<file path="config.mk">
export PLATFORM = sky130hd
export DESIGN_NAME = exp_gauss_exp_shape_eval_core
export DESIGN_NICKNAME = d
export VERILOG_FILES = /design/src/egx_pkg.sv /design/src/egx_exp2.sv /design/src/exp_gauss_exp_shape_eval_core.sv
export SDC_FILE = /design/constraint.sdc
export NUM_CORES = 2
export LEC_CHECK = 0
export ABC_AREA = 1
export BUFFER_PORTS_ARGS = -buffer_cell sky130_fd_sc_hd__buf_2
export CAP_MARGIN = 20
export CORE_MARGIN = 2
export CORE_UTILIZATION = 44
export DETAILED_ROUTE_END_ITERATION = 10
export MAX_ROUTING_LAYER = met4
export PLACE_DENSITY = 0.57
export SLEW_MARGIN = 30
export SYNTH_ARGS = -nofsm -noshare
export SYNTH_HDL_FRONTEND = slang
export SYNTH_SLANG_ARGS = --single-unit
</file>
<file path="constraint.sdc">
create_clock -name clk -period 21.1 [get_ports clk]
set_input_delay 3.165 -clock clk [delete_from_list [all_inputs] [get_ports clk]]
set_output_delay 3.165 -clock clk [all_outputs]
set_load 0.02 [all_outputs]
</file>
<file path="src/egx_pkg.sv">
// Shared types, constants and the exp2 fraction table for the ExpGaussExp evaluator.
package egx_pkg;

  localparam int SAMPLE_W        = 16;
  localparam int CFG_W           = 16;
  localparam int DENS_W          = 17;
  localparam int T_W             = 20;
  localparam int E2_W            = 36;
  localparam int PART_W          = 18;
  localparam int LOG2E_W         = 25;
  localparam int PROD_W          = PART_W + LOG2E_W;
  localparam int Y_W             = E2_W + LOG2E_W;
  localparam int FRAC_BITS       = 49;
  localparam int EXP_TABLE_DEPTH = 64;
  localparam int IDX_W           = $clog2(EXP_TABLE_DEPTH);
  localparam int SHIFT_W         = 5;

  localparam logic [T_W-1:0]     T_POS_MAX = 20'd524287;
  localparam logic [T_W-1:0]     T_NEG_MAX = 20'd524288;
  localparam logic [LOG2E_W-1:0] LOG2E_Q24 = 25'd24204406;
  localparam logic [63:0]        LN2_Q32   = 64'd2977044472;

  typedef enum logic [2:0] {
    REG_CENTER          = 3'd0,
    REG_INV_WIDTH_LEFT  = 3'd1,
    REG_INV_WIDTH_RIGHT = 3'd2,
    REG_TAIL_LEFT       = 3'd3,
    REG_TAIL_RIGHT      = 3'd4
  } reg_index_t;

  typedef enum logic [1:0] {
    REGION_LEFT  = 2'd0,
    REGION_CORE  = 2'd1,
    REGION_RIGHT = 2'd2
  } region_t;

  // Integer and fraction parts of E*log2(e), as needed by the exp2 unit
  typedef struct packed {
    logic               big;    // integer part >= 32, result underflows
    logic [SHIFT_W-1:0] shift;  // integer part when not big
    logic [IDX_W-1:0]   idx;    // top bits of the fraction
  } exp2_arg_t;

  typedef logic [DENS_W-1:0] exp_tab_t [EXP_TABLE_DEPTH];

  // round(2^(-k/depth) * 2^16) via a Taylor series to order 24 in Q.32
  function automatic exp_tab_t build_exp_table();
    exp_tab_t    tab;
    logic [63:0] g;
    logic [63:0] term;
    logic [63:0] acc_pos;
    logic [63:0] acc_neg;
    for (int k = 0; k < EXP_TABLE_DEPTH; k++) begin
      g       = (64'(k) * LN2_Q32) / EXP_TABLE_DEPTH;
      term    = 64'd1 << 32;
      acc_pos = term;
      acc_neg = 64'd0;
      for (int n = 1; n <= 24; n++) begin
        term = ((term * g) >> 32) / 64'(n);
        if (n % 2 == 1) begin
          acc_neg = acc_neg + term;
        end else begin
          acc_pos = acc_pos + term;
        end
      end
      tab[k] = DENS_W'(((acc_pos - acc_neg) + 64'd32768) >> 16);
    end
    return tab;
  endfunction

  localparam exp_tab_t EXP_TAB = build_exp_table();

endpackage

</file>
<file path="src/egx_exp2.sv">
// Base-2 power: fraction table lookup, then rounded right shift by the integer part; zero when big.
module egx_exp2
  import egx_pkg::*;
(
  input  exp2_arg_t         arg,
  output logic [DENS_W-1:0] density
);

  logic [DENS_W-1:0] entry;
  logic [31:0]       rounded;

  always_comb begin
    entry   = EXP_TAB[arg.idx];
    rounded = {{(32-DENS_W){1'b0}}, entry} + (32'd1 << (arg.shift - SHIFT_W'(1)));
    if (arg.big) begin
      density = '0;
    end else if (arg.shift == '0) begin
      density = entry;
    end else begin
      density = DENS_W'(rounded >> arg.shift);
    end
  end

endmodule

</file>
<file path="src/exp_gauss_exp_shape_eval_core.sv">
// ExpGaussExp lineshape evaluator: seven-stage pipeline from sample to density.
// Throughput: one sample per cycle; each stage holds its item while the next is full,
// so stalls back up stage by stage and bubbles are squeezed out.
// The split 36x25 multiply for E*log2(e) takes two of the seven stages.
// Reset clears all stage valids and loads the register defaults.
module exp_gauss_exp_shape_eval_core
  import egx_pkg::*;
(
  input  logic                clk,
  input  logic                rst,
  // stream in
  input  logic                s_axis_tvalid,
  output logic                s_axis_tready,
  input  logic [15:0]         s_axis_tdata,   // [15:0] sample
  // stream out
  output logic                m_axis_tvalid,
  input  logic                m_axis_tready,
  output logic [23:0]         m_axis_tdata,   // [16:0] density, rest zero
  output logic [2:0]          m_axis_tuser,   // [1:0] region, [2] clipped
  // register writes
  input  logic                cfg_valid,
  output logic                cfg_ready,
  input  logic [2:0]          cfg_index,
  input  logic [CFG_W-1:0]    cfg_data
);

  // ---------------- configuration ----------------
  logic signed [CFG_W-1:0] center;
  logic [CFG_W-1:0]        inv_width_left;
  logic [CFG_W-1:0]        inv_width_right;
  logic [CFG_W-1:0]        tail_left;
  logic [CFG_W-1:0]        tail_right;

  assign cfg_ready = 1'b1;

  always_ff @(posedge clk) begin
    if (rst) begin
      center          <= '0;
      inv_width_left  <= 16'd256;
      inv_width_right <= 16'd256;
      tail_left       <= 16'd4096;
      tail_right      <= 16'd4096;
    end else if (cfg_valid && cfg_ready) begin
      unique case (cfg_index)
        REG_CENTER:          center          <= cfg_data;
        REG_INV_WIDTH_LEFT:  inv_width_left  <= cfg_data;
        REG_INV_WIDTH_RIGHT: inv_width_right <= cfg_data;
        REG_TAIL_LEFT:       tail_left       <= cfg_data;
        REG_TAIL_RIGHT:      tail_right      <= cfg_data;
        default: ;
      endcase
    end
  end

  // ---------------- pipeline control ----------------
  localparam int NSTG = 7;

  logic [NSTG:1] v;
  logic [NSTG:1] en;

  always_comb begin
    en[NSTG] = !v[NSTG] || m_axis_tready;
    for (int k = NSTG - 1; k >= 1; k--) begin
      en[k] = !v[k] || en[k+1];
    end
  end

  assign s_axis_tready = en[1];

  always_ff @(posedge clk) begin
    if (rst) begin
      v <= '0;
    end else begin
      if (en[1]) v[1] <= s_axis_tvalid;
      for (int k = 2; k <= NSTG; k++) begin
        if (en[k]) v[k] <= v[k-1];
      end
    end
  end

  // ---------------- stage 1: deviation magnitude ----------------
  logic signed [SAMPLE_W:0] dev;
  logic                     neg1;
  logic [SAMPLE_W-1:0]      mag1;

  assign dev = {s_axis_tdata[SAMPLE_W-1], s_axis_tdata} - {center[SAMPLE_W-1], center};

  always_ff @(posedge clk) begin
    if (en[1]) begin
      neg1 <= dev[SAMPLE_W];
      mag1 <= dev[SAMPLE_W] ? SAMPLE_W'(-dev) : SAMPLE_W'(dev);
    end
  end

  // ---------------- stage 2: t = |d| * inv, rounded and clamped ----------------
  logic [31:0]    scaled;
  logic [32:0]    scaled_rnd;
  logic [24:0]    t_raw;
  logic           t_over;
  logic           neg2;
  logic           sat2;
  logic [T_W-1:0] tm2;

  always_comb begin
    scaled     = 32'(mag1) * 32'(neg1 ? inv_width_left : inv_width_right);
    scaled_rnd = {1'b0, scaled} + 33'd128;
    t_raw      = scaled_rnd[32:8];
    t_over     = neg1 ? (t_raw > 25'(T_NEG_MAX)) : (t_raw > 25'(T_POS_MAX));
  end

  always_ff @(posedge clk) begin
    if (en[2]) begin
      neg2 <= neg1;
      sat2 <= t_over;
      tm2  <= t_over ? (neg1 ? T_NEG_MAX : T_POS_MAX) : t_raw[T_W-1:0];
    end
  end

  // ---------------- stage 3: region and exponent products ----------------
  logic [CFG_W-1:0] alpha;
  region_t          region_c;
  region_t          region3;
  logic             sat3;
  logic [E2_W-1:0]  p_at3;
  logic [31:0]      p_aa3;
  logic [31:0]      p_tt3;

  always_comb begin
    alpha = neg2 ? tail_left : tail_right;
    if (neg2 && tm2 > T_W'(tail_left)) begin
      region_c = REGION_LEFT;
    end else if (!neg2 && tm2 > T_W'(tail_right)) begin
      region_c = REGION_RIGHT;
    end else begin
      region_c = REGION_CORE;
    end
  end

  // in the core t never exceeds the 16-bit alpha, so its low 16 bits are enough
  always_ff @(posedge clk) begin
    if (en[3]) begin
      region3 <= region_c;
      sat3    <= sat2;
      p_at3   <= E2_W'(alpha) * E2_W'(tm2);
      p_aa3   <= 32'(alpha) * 32'(alpha);
      p_tt3   <= 32'(tm2[15:0]) * 32'(tm2[15:0]);
    end
  end

  // ---------------- stage 4: 2E in Q.24 ----------------
  logic [E2_W:0]   tail_e2;
  region_t         region4;
  logic            sat4;
  logic [E2_W-1:0] e2_4;

  assign tail_e2 = {p_at3, 1'b0} - {{(E2_W-31){1'b0}}, p_aa3};

  always_ff @(posedge clk) begin
    if (en[4]) begin
      region4 <= region3;
      sat4    <= sat3;
      e2_4    <= (region3 == REGION_CORE) ? E2_W'(p_tt3) : tail_e2[E2_W-1:0];
    end
  end

  // ---------------- stage 5: partial products of 2E * log2(e) ----------------
  region_t           region5;
  logic              sat5;
  logic [PROD_W-1:0] ph5;
  logic [PROD_W-1:0] pl5;

  always_ff @(posedge clk) begin
    if (en[5]) begin
      region5 <= region4;
      sat5    <= sat4;
      ph5     <= PROD_W'(e2_4[E2_W-1:PART_W]) * PROD_W'(LOG2E_Q24);
      pl5     <= PROD_W'(e2_4[PART_W-1:0]) * PROD_W'(LOG2E_Q24);
    end
  end

  // ---------------- stage 6: integer and fraction split ----------------
  logic [Y_W-1:0] y;
  region_t        region6;
  logic           sat6;
  exp2_arg_t      arg6;

  assign y = {ph5, {PART_W{1'b0}}} + {{PART_W{1'b0}}, pl5};

  always_ff @(posedge clk) begin
    if (en[6]) begin
      region6    <= region5;
      sat6       <= sat5;
      arg6.big   <= |y[Y_W-1:FRAC_BITS+SHIFT_W];
      arg6.shift <= y[FRAC_BITS+SHIFT_W-1:FRAC_BITS];
      arg6.idx   <= y[FRAC_BITS-1 -: IDX_W];
    end
  end

  // ---------------- stage 7: exp2 and output register ----------------
  logic [DENS_W-1:0] dens_c;
  logic [DENS_W-1:0] density;
  region_t           region7;
  logic              clipped;

  egx_exp2 u_exp2 (
    .arg     (arg6),
    .density (dens_c)
  );

  always_ff @(posedge clk) begin
    if (en[7]) begin
      density <= dens_c;
      region7 <= region6;
      clipped <= sat6 || (dens_c == '0);
    end
  end

  assign m_axis_tvalid = v[NSTG];
  assign m_axis_tdata  = {{(24-DENS_W){1'b0}}, density};
  assign m_axis_tuser  = {clipped, region7};

endmodule
</file>
## After elaboration in Yosys (flattened, before gate mapping)

Memories as Yosys holds them, arrays and structs flattened.
Index checks and enable logic that the tools add are counted.

| storage, ports and cells | value |
|---|---|
| output and inout bits | 30 |
| register bits | 389 |
| memories kept | 1 |
| bits in read-only memories | 1088 |
| word-level logic and storage cells | 104 |

| cells by class | value |
|---|---|
| shift operators | 2 |
| bitwise operators | 1 |
| equality and inequality tests | 5 |
| reductions and logical operators | 27 |
| add/subtract/negate cells | 7 |
| multiply operators | 6 |
| order comparisons | 5 |
| multiplexer cells | 12 |

Memories:

| name | depth | width | read ports | clocked after Yosys merged registers in | wr ports | RTL line | text |
|---|---|---|---|---|---|---|---|
| (name not given) | 64 | 17 | 1 | 0 | 0 | egx_exp2.sv:13 | `entry = EXP_TAB[arg.idx];` |

Operator list:

| operator | number |
|---|---|
| multiplier 16 x 16 -> 32 bit | 3 |
| multiplier 18 x 24 -> 42 bit, second input constant | 2 |
| 2-to-1 mux 17 bit | 4 |
| adder 61 x 43 -> 61 bit | 1 |
| 2-to-1 mux 16 bit | 3 |
| greater-than comparator 20 x 16 -> 1 bit | 2 |
| 2-to-1 mux 20 bit | 2 |
| subtractor 36 x 32 -> 36 bit | 1 |
| multiplier 16 x 20 -> 35 bit | 1 |
| adder 32 x 8 -> 33 bit, second input constant | 1 |
| adder 17 x 32 -> 32 bit | 1 |
| 2-to-1 mux 32 bit | 1 |
| << shifter 1 x 5 -> 32 bit, first input constant | 1 |
| >> shifter 32 x 5 -> 17 bit | 1 |
| greater-than comparator 25 x 19 -> 1 bit, second input constant | 1 |
| greater-than comparator 25 x 20 -> 1 bit, second input constant | 1 |
| logical NOT 17 bit | 1 |
| subtractor 16 x 16 -> 17 bit | 1 |
| negator 16 bit | 1 |
| AND reduction 2 bit | 5 |
| logical NOT 1 bit | 8 |
| logical OR 1 bit | 8 |
| >= comparator 7 bit, second input constant | 1 |
| NOT 6 -> 7 bit | 1 |
| 11 further kinds | 13 |

## Depth between registers and ports, before layout

| depth | value |
|---|---|
| depth after elaboration | 10 |
| mapped depth | 40 |
| depth with buffers taken out | 37 |

## Cells and area by module

From an unflattened synthesis, not the netlist that was laid out.

| second synthesis, totals | value |
|---|---|
| cell total of the unflattened synthesis | 8398 |
| area total of the unflattened synthesis | 69387.8 um^2 |

By module, submodules not included:

| module | times used | area an instance (um^2) | cells each |
|---|---|---|---|
| exp_gauss_exp_shape_eval_core | 1 | 65910.7 | 7699 |
| egx_exp2 | 1 | 3477.1 | 699 |

## Worst setup path after synthesis

No wires, ideal clock.

| timing path | value |
|---|---|
| path type | input to output |
| from | in m_axis_tready |
| to | out s_axis_tready |
| buffers on the path | 0 |
| arrival | 9.430 ns |
| data required time | 17.935 ns |
| setup slack | 8.505 ns |
| cell stages on the path | 12 |
| cell sequence | nor2_1 > inv_1 > nor2_1 > inv_1 > nor2_1 > inv_1 > nor2_1 > inv_1 > nor2_1 > inv_1 > nor2_1 > nand2_1 |

| between the ends | value |
|---|---|
| cells in the longest elaborated chain, start to end | 7 |

RTL lines:

| item | RTL line | text |
|---|---|---|
| start: declaration | exp_gauss_exp_shape_eval_core.sv:17 | `input logic m_axis_tready,` |
| logical OR 1 bit | exp_gauss_exp_shape_eval_core.sv:62 | `en[NSTG] = !v[NSTG] \|\| m_axis_tready;` |
| named net en, one bit | exp_gauss_exp_shape_eval_core.sv:59 | `logic [NSTG:1] en;` |
| logical OR 1 bit | exp_gauss_exp_shape_eval_core.sv:64 | `en[k] = !v[k] \|\| en[k+1];` |
| named net en, one bit | exp_gauss_exp_shape_eval_core.sv:59 |  |
| logical OR 1 bit | exp_gauss_exp_shape_eval_core.sv:64 |  |
| named net en, one bit | exp_gauss_exp_shape_eval_core.sv:59 |  |
| logical OR 1 bit | exp_gauss_exp_shape_eval_core.sv:64 |  |
| named net en, one bit | exp_gauss_exp_shape_eval_core.sv:59 |  |
| logical OR 1 bit | exp_gauss_exp_shape_eval_core.sv:64 |  |
| named net en, one bit | exp_gauss_exp_shape_eval_core.sv:59 |  |
| logical OR 1 bit (2 in a row) | exp_gauss_exp_shape_eval_core.sv:64 |  |
| end: declaration | exp_gauss_exp_shape_eval_core.sv:13 | `output logic s_axis_tready,` |

The timed path passes the listed nets, and every way through them passes these cells.

## Worst setup path in the final report

Ends and elaborated chain as after synthesis.

==> impl_metrics.toml <==
[run_status]
status = "finished, final reports clean"

[job]
maxCapViolations = 0

[sta]
finalMaxSlewViolations = 0
hold_violations = 0
finalSetupTns_ps = 0
max_freq_ghz = 0.106
max-slew-margin-rel = 0.369
fin_crit_sh = 0.447
rsz0062_at_grt = "false"
min_period_ps = 9430
worst_pin_slew_ps = 946
setup-violations-final = 0
finClkSkew_ps = 50.8

[die]
core_region_area_sq_mm = 0.156
ios = 70
dieArea_sq_mm = 0.160
die_y_microns = 400
die_x_microns = 400
row_count = 145
start_util = 0.443

[routing]
wl_per_cell_microns = 18.2
drtAntennaViolNets = 0
drc = 0
viasPerCell = 5.14
drt-pass1-iter-count = 6
drt_iter0_markers = 3459
routed_wl_mm = 189
vias = 53283

[synthesis]
seq_area_frac_synth = 0.148
yosys.area.top_type = "fa_1"
synthesis.area_sq_mm = 0.0691
yosysTopAreaCellShare = 0.310
synthTopCellsByArea = "fa_1 (31%), ha_1 (16%), edfxtp_1 (12%)"
synthDistinctLibCells = 66
ys_seq_elements = 369
synthArstFlopShare = 0
synth_edf_count = 282
synth_warnings = 0
synth_cells = 8313
avgSynthCellArea_sq_um = 8.31
synthFlopType = "edfxtp_1"

[cts]
cts_setup_buffers = 0
ctsHoldBuffers = 0
path_clk_slew_ps = 50
cts_root_buffer = "clkbuf_16"
h-tree-depth = 2
clkLatencyLatePin_ps = 640
clock_path_buffers = 3
cts-buffers-inserted = 46
cts_tree = "yes"
ctsResizeCount = 0
cts.sinks = 369

[global_route]
first_global_vias = 55448
grt_pass1_wl_mm = 304
gr-total-overflow = 0
grt_max_degree = 81
antenna_found_initial = 6
grt_use_total = 0.246

[min_path]
min_to = "region6[1]"
holdPathStages = 0
hp-start = "region5[1]"
min_path_type = "reg2reg"

[setup_path]
cp.arrival_ps = 6260
startpoint_type = "input port"
rr_worst_depth = 30
reg2reg_slack_ps = 12590
crit_path_end_kind = "output pin"
crit_required_ps = 17940
crit_fanout = 41
r2r_start = "neg1"
rr_endpoint = "sat2"
path_class = "in2out"

[cells_and_area]
final_cells = 10366
area.growth.synth_to_final_pct = 5.70
fill_cells = 15526
nets = 10279
multi_input_area_sq_mm = 0.0502
drive_above_1_share = 0.0354
regArea_sq_mm = 0.0102
insertedDiodeCount = 0
fin_util = 0.468

[placed_design]
dp_cells = 10283
io_buffer_count = 61
place_congestion = 0.933
dp.final_hpwl_mm = 156
Yosys cell counts (all sizes together), types with 55 or more instances:
master,number
edfxtp,282
ha,896
xnor2,97
inv,2087
dfxtp,87
nor3,55
o21ai,270
xor2,148
a21oi,416
nand2,1402
clkbuf,164
nor2,699
fa,1070
nand3,252
metal layers:
layer / share of wire / global-route usage / wire, microns
met4: 0.020 / 0.0494 / 3850
met3: 0.055 / 0.0270 / 10400
met5: 0 / - / 0
met2: 0.45 / 0.385 / 85700
met1: 0.47 / 0.347 / 88900
stage by stage:
stage	instance area, sq um	hold WS (ps)	worst slack (ps)
floorplan	69100	400	8510
global placement	71600	405	11630
detailed placement	71600	424	11610
CTS	73000	436	11600
global route	73100	444	11300
finish	73100	432	11670
cell families after synthesis:
group / count (synthesis) / synth area share
other: 2 / 0.000109
XOR/XNOR: 245 / 0.0310
AO/OA/AOI/OAI: 876 / 0.0714
adder cells (fa/ha/maj): 1966 / 0.472
AND/OR/NAND/NOR: 2534 / 0.150
flip-flops: 369 / 0.148
buffers and inverters: 2320 / 0.127
multiplexers: 1 / 0.000145
how the worst max path moves through the flow:
| stage | start | end | slack [ps] |
|---|---|---|---|
| global route | m_axis_tready | s_axis_tready | 11300 |
| finish | m_axis_tready | s_axis_tready | 11670 |
| global placement | m_axis_tready | s_axis_tready | 11630 |
| floorplan | m_axis_tready | s_axis_tready | 8510 |
| CTS | m_axis_tready | s_axis_tready | 11600 |
| detailed placement | m_axis_tready | s_axis_tready | 11610 |
critical path: stages:
cell and delay, ps:
buf_2 80, nor2_1 40, inv_1 40, buf_4 290
nor2_1 80, inv_1 480, nor2_1 130, inv_2 130
nor2_1 60, clkinv_1 40, buf_4 420, nor2_1 140
inv_4 350, nor2_1 170, nand2_1 90, buf_4 250
buf_2 210
sequential cells by signal (all words and copies together) (netlist names), 2 cells and up:
signal / cells
ph5: 42
inv_width_right: 16
tail_left: 16
p_tt3: 31
density: 17
p_aa3: 31
region5: 2
arg6: 12
region4: 2
pl5: 24
region7: 2
mag1: 16
region3: 2
tm2: 20
v: 7
center: 16
e2_4: 36
region6: 2
p_at3: 35
inv_width_left: 16
tail_right: 16
placed cells by master, fill, tap and decap left out, drive strengths merged, types with 35 or more instances in the layout:
cell type	n
a21oi	416
buf	121
clkbuf	60
clkinv	37
dfxtp	87
edfxtp	282
fa	1070
ha	896
inv	2088
nand2	1402
nand3	252
nand4	46
nor2	699
nor3	55
o21ai	270
or2	35
xnor2	97
xor2	148
final cells by class:
type | instances | area share
Tap cell | 2058 | 0.0352
Sequential cell | 369 | 0.140
Timing Repair Buffer | 121 | 0.0104
Multi-Input combinational cell | 5630 | 0.687
Clock inverter | 23 | 0.00241
Inverter | 2105 | 0.108
Clock buffer | 60 | 0.0170
Power is left out: the tool's default activity adds up to more than one toggle a clock period on the data nets, which glitch-free logic cannot reach.
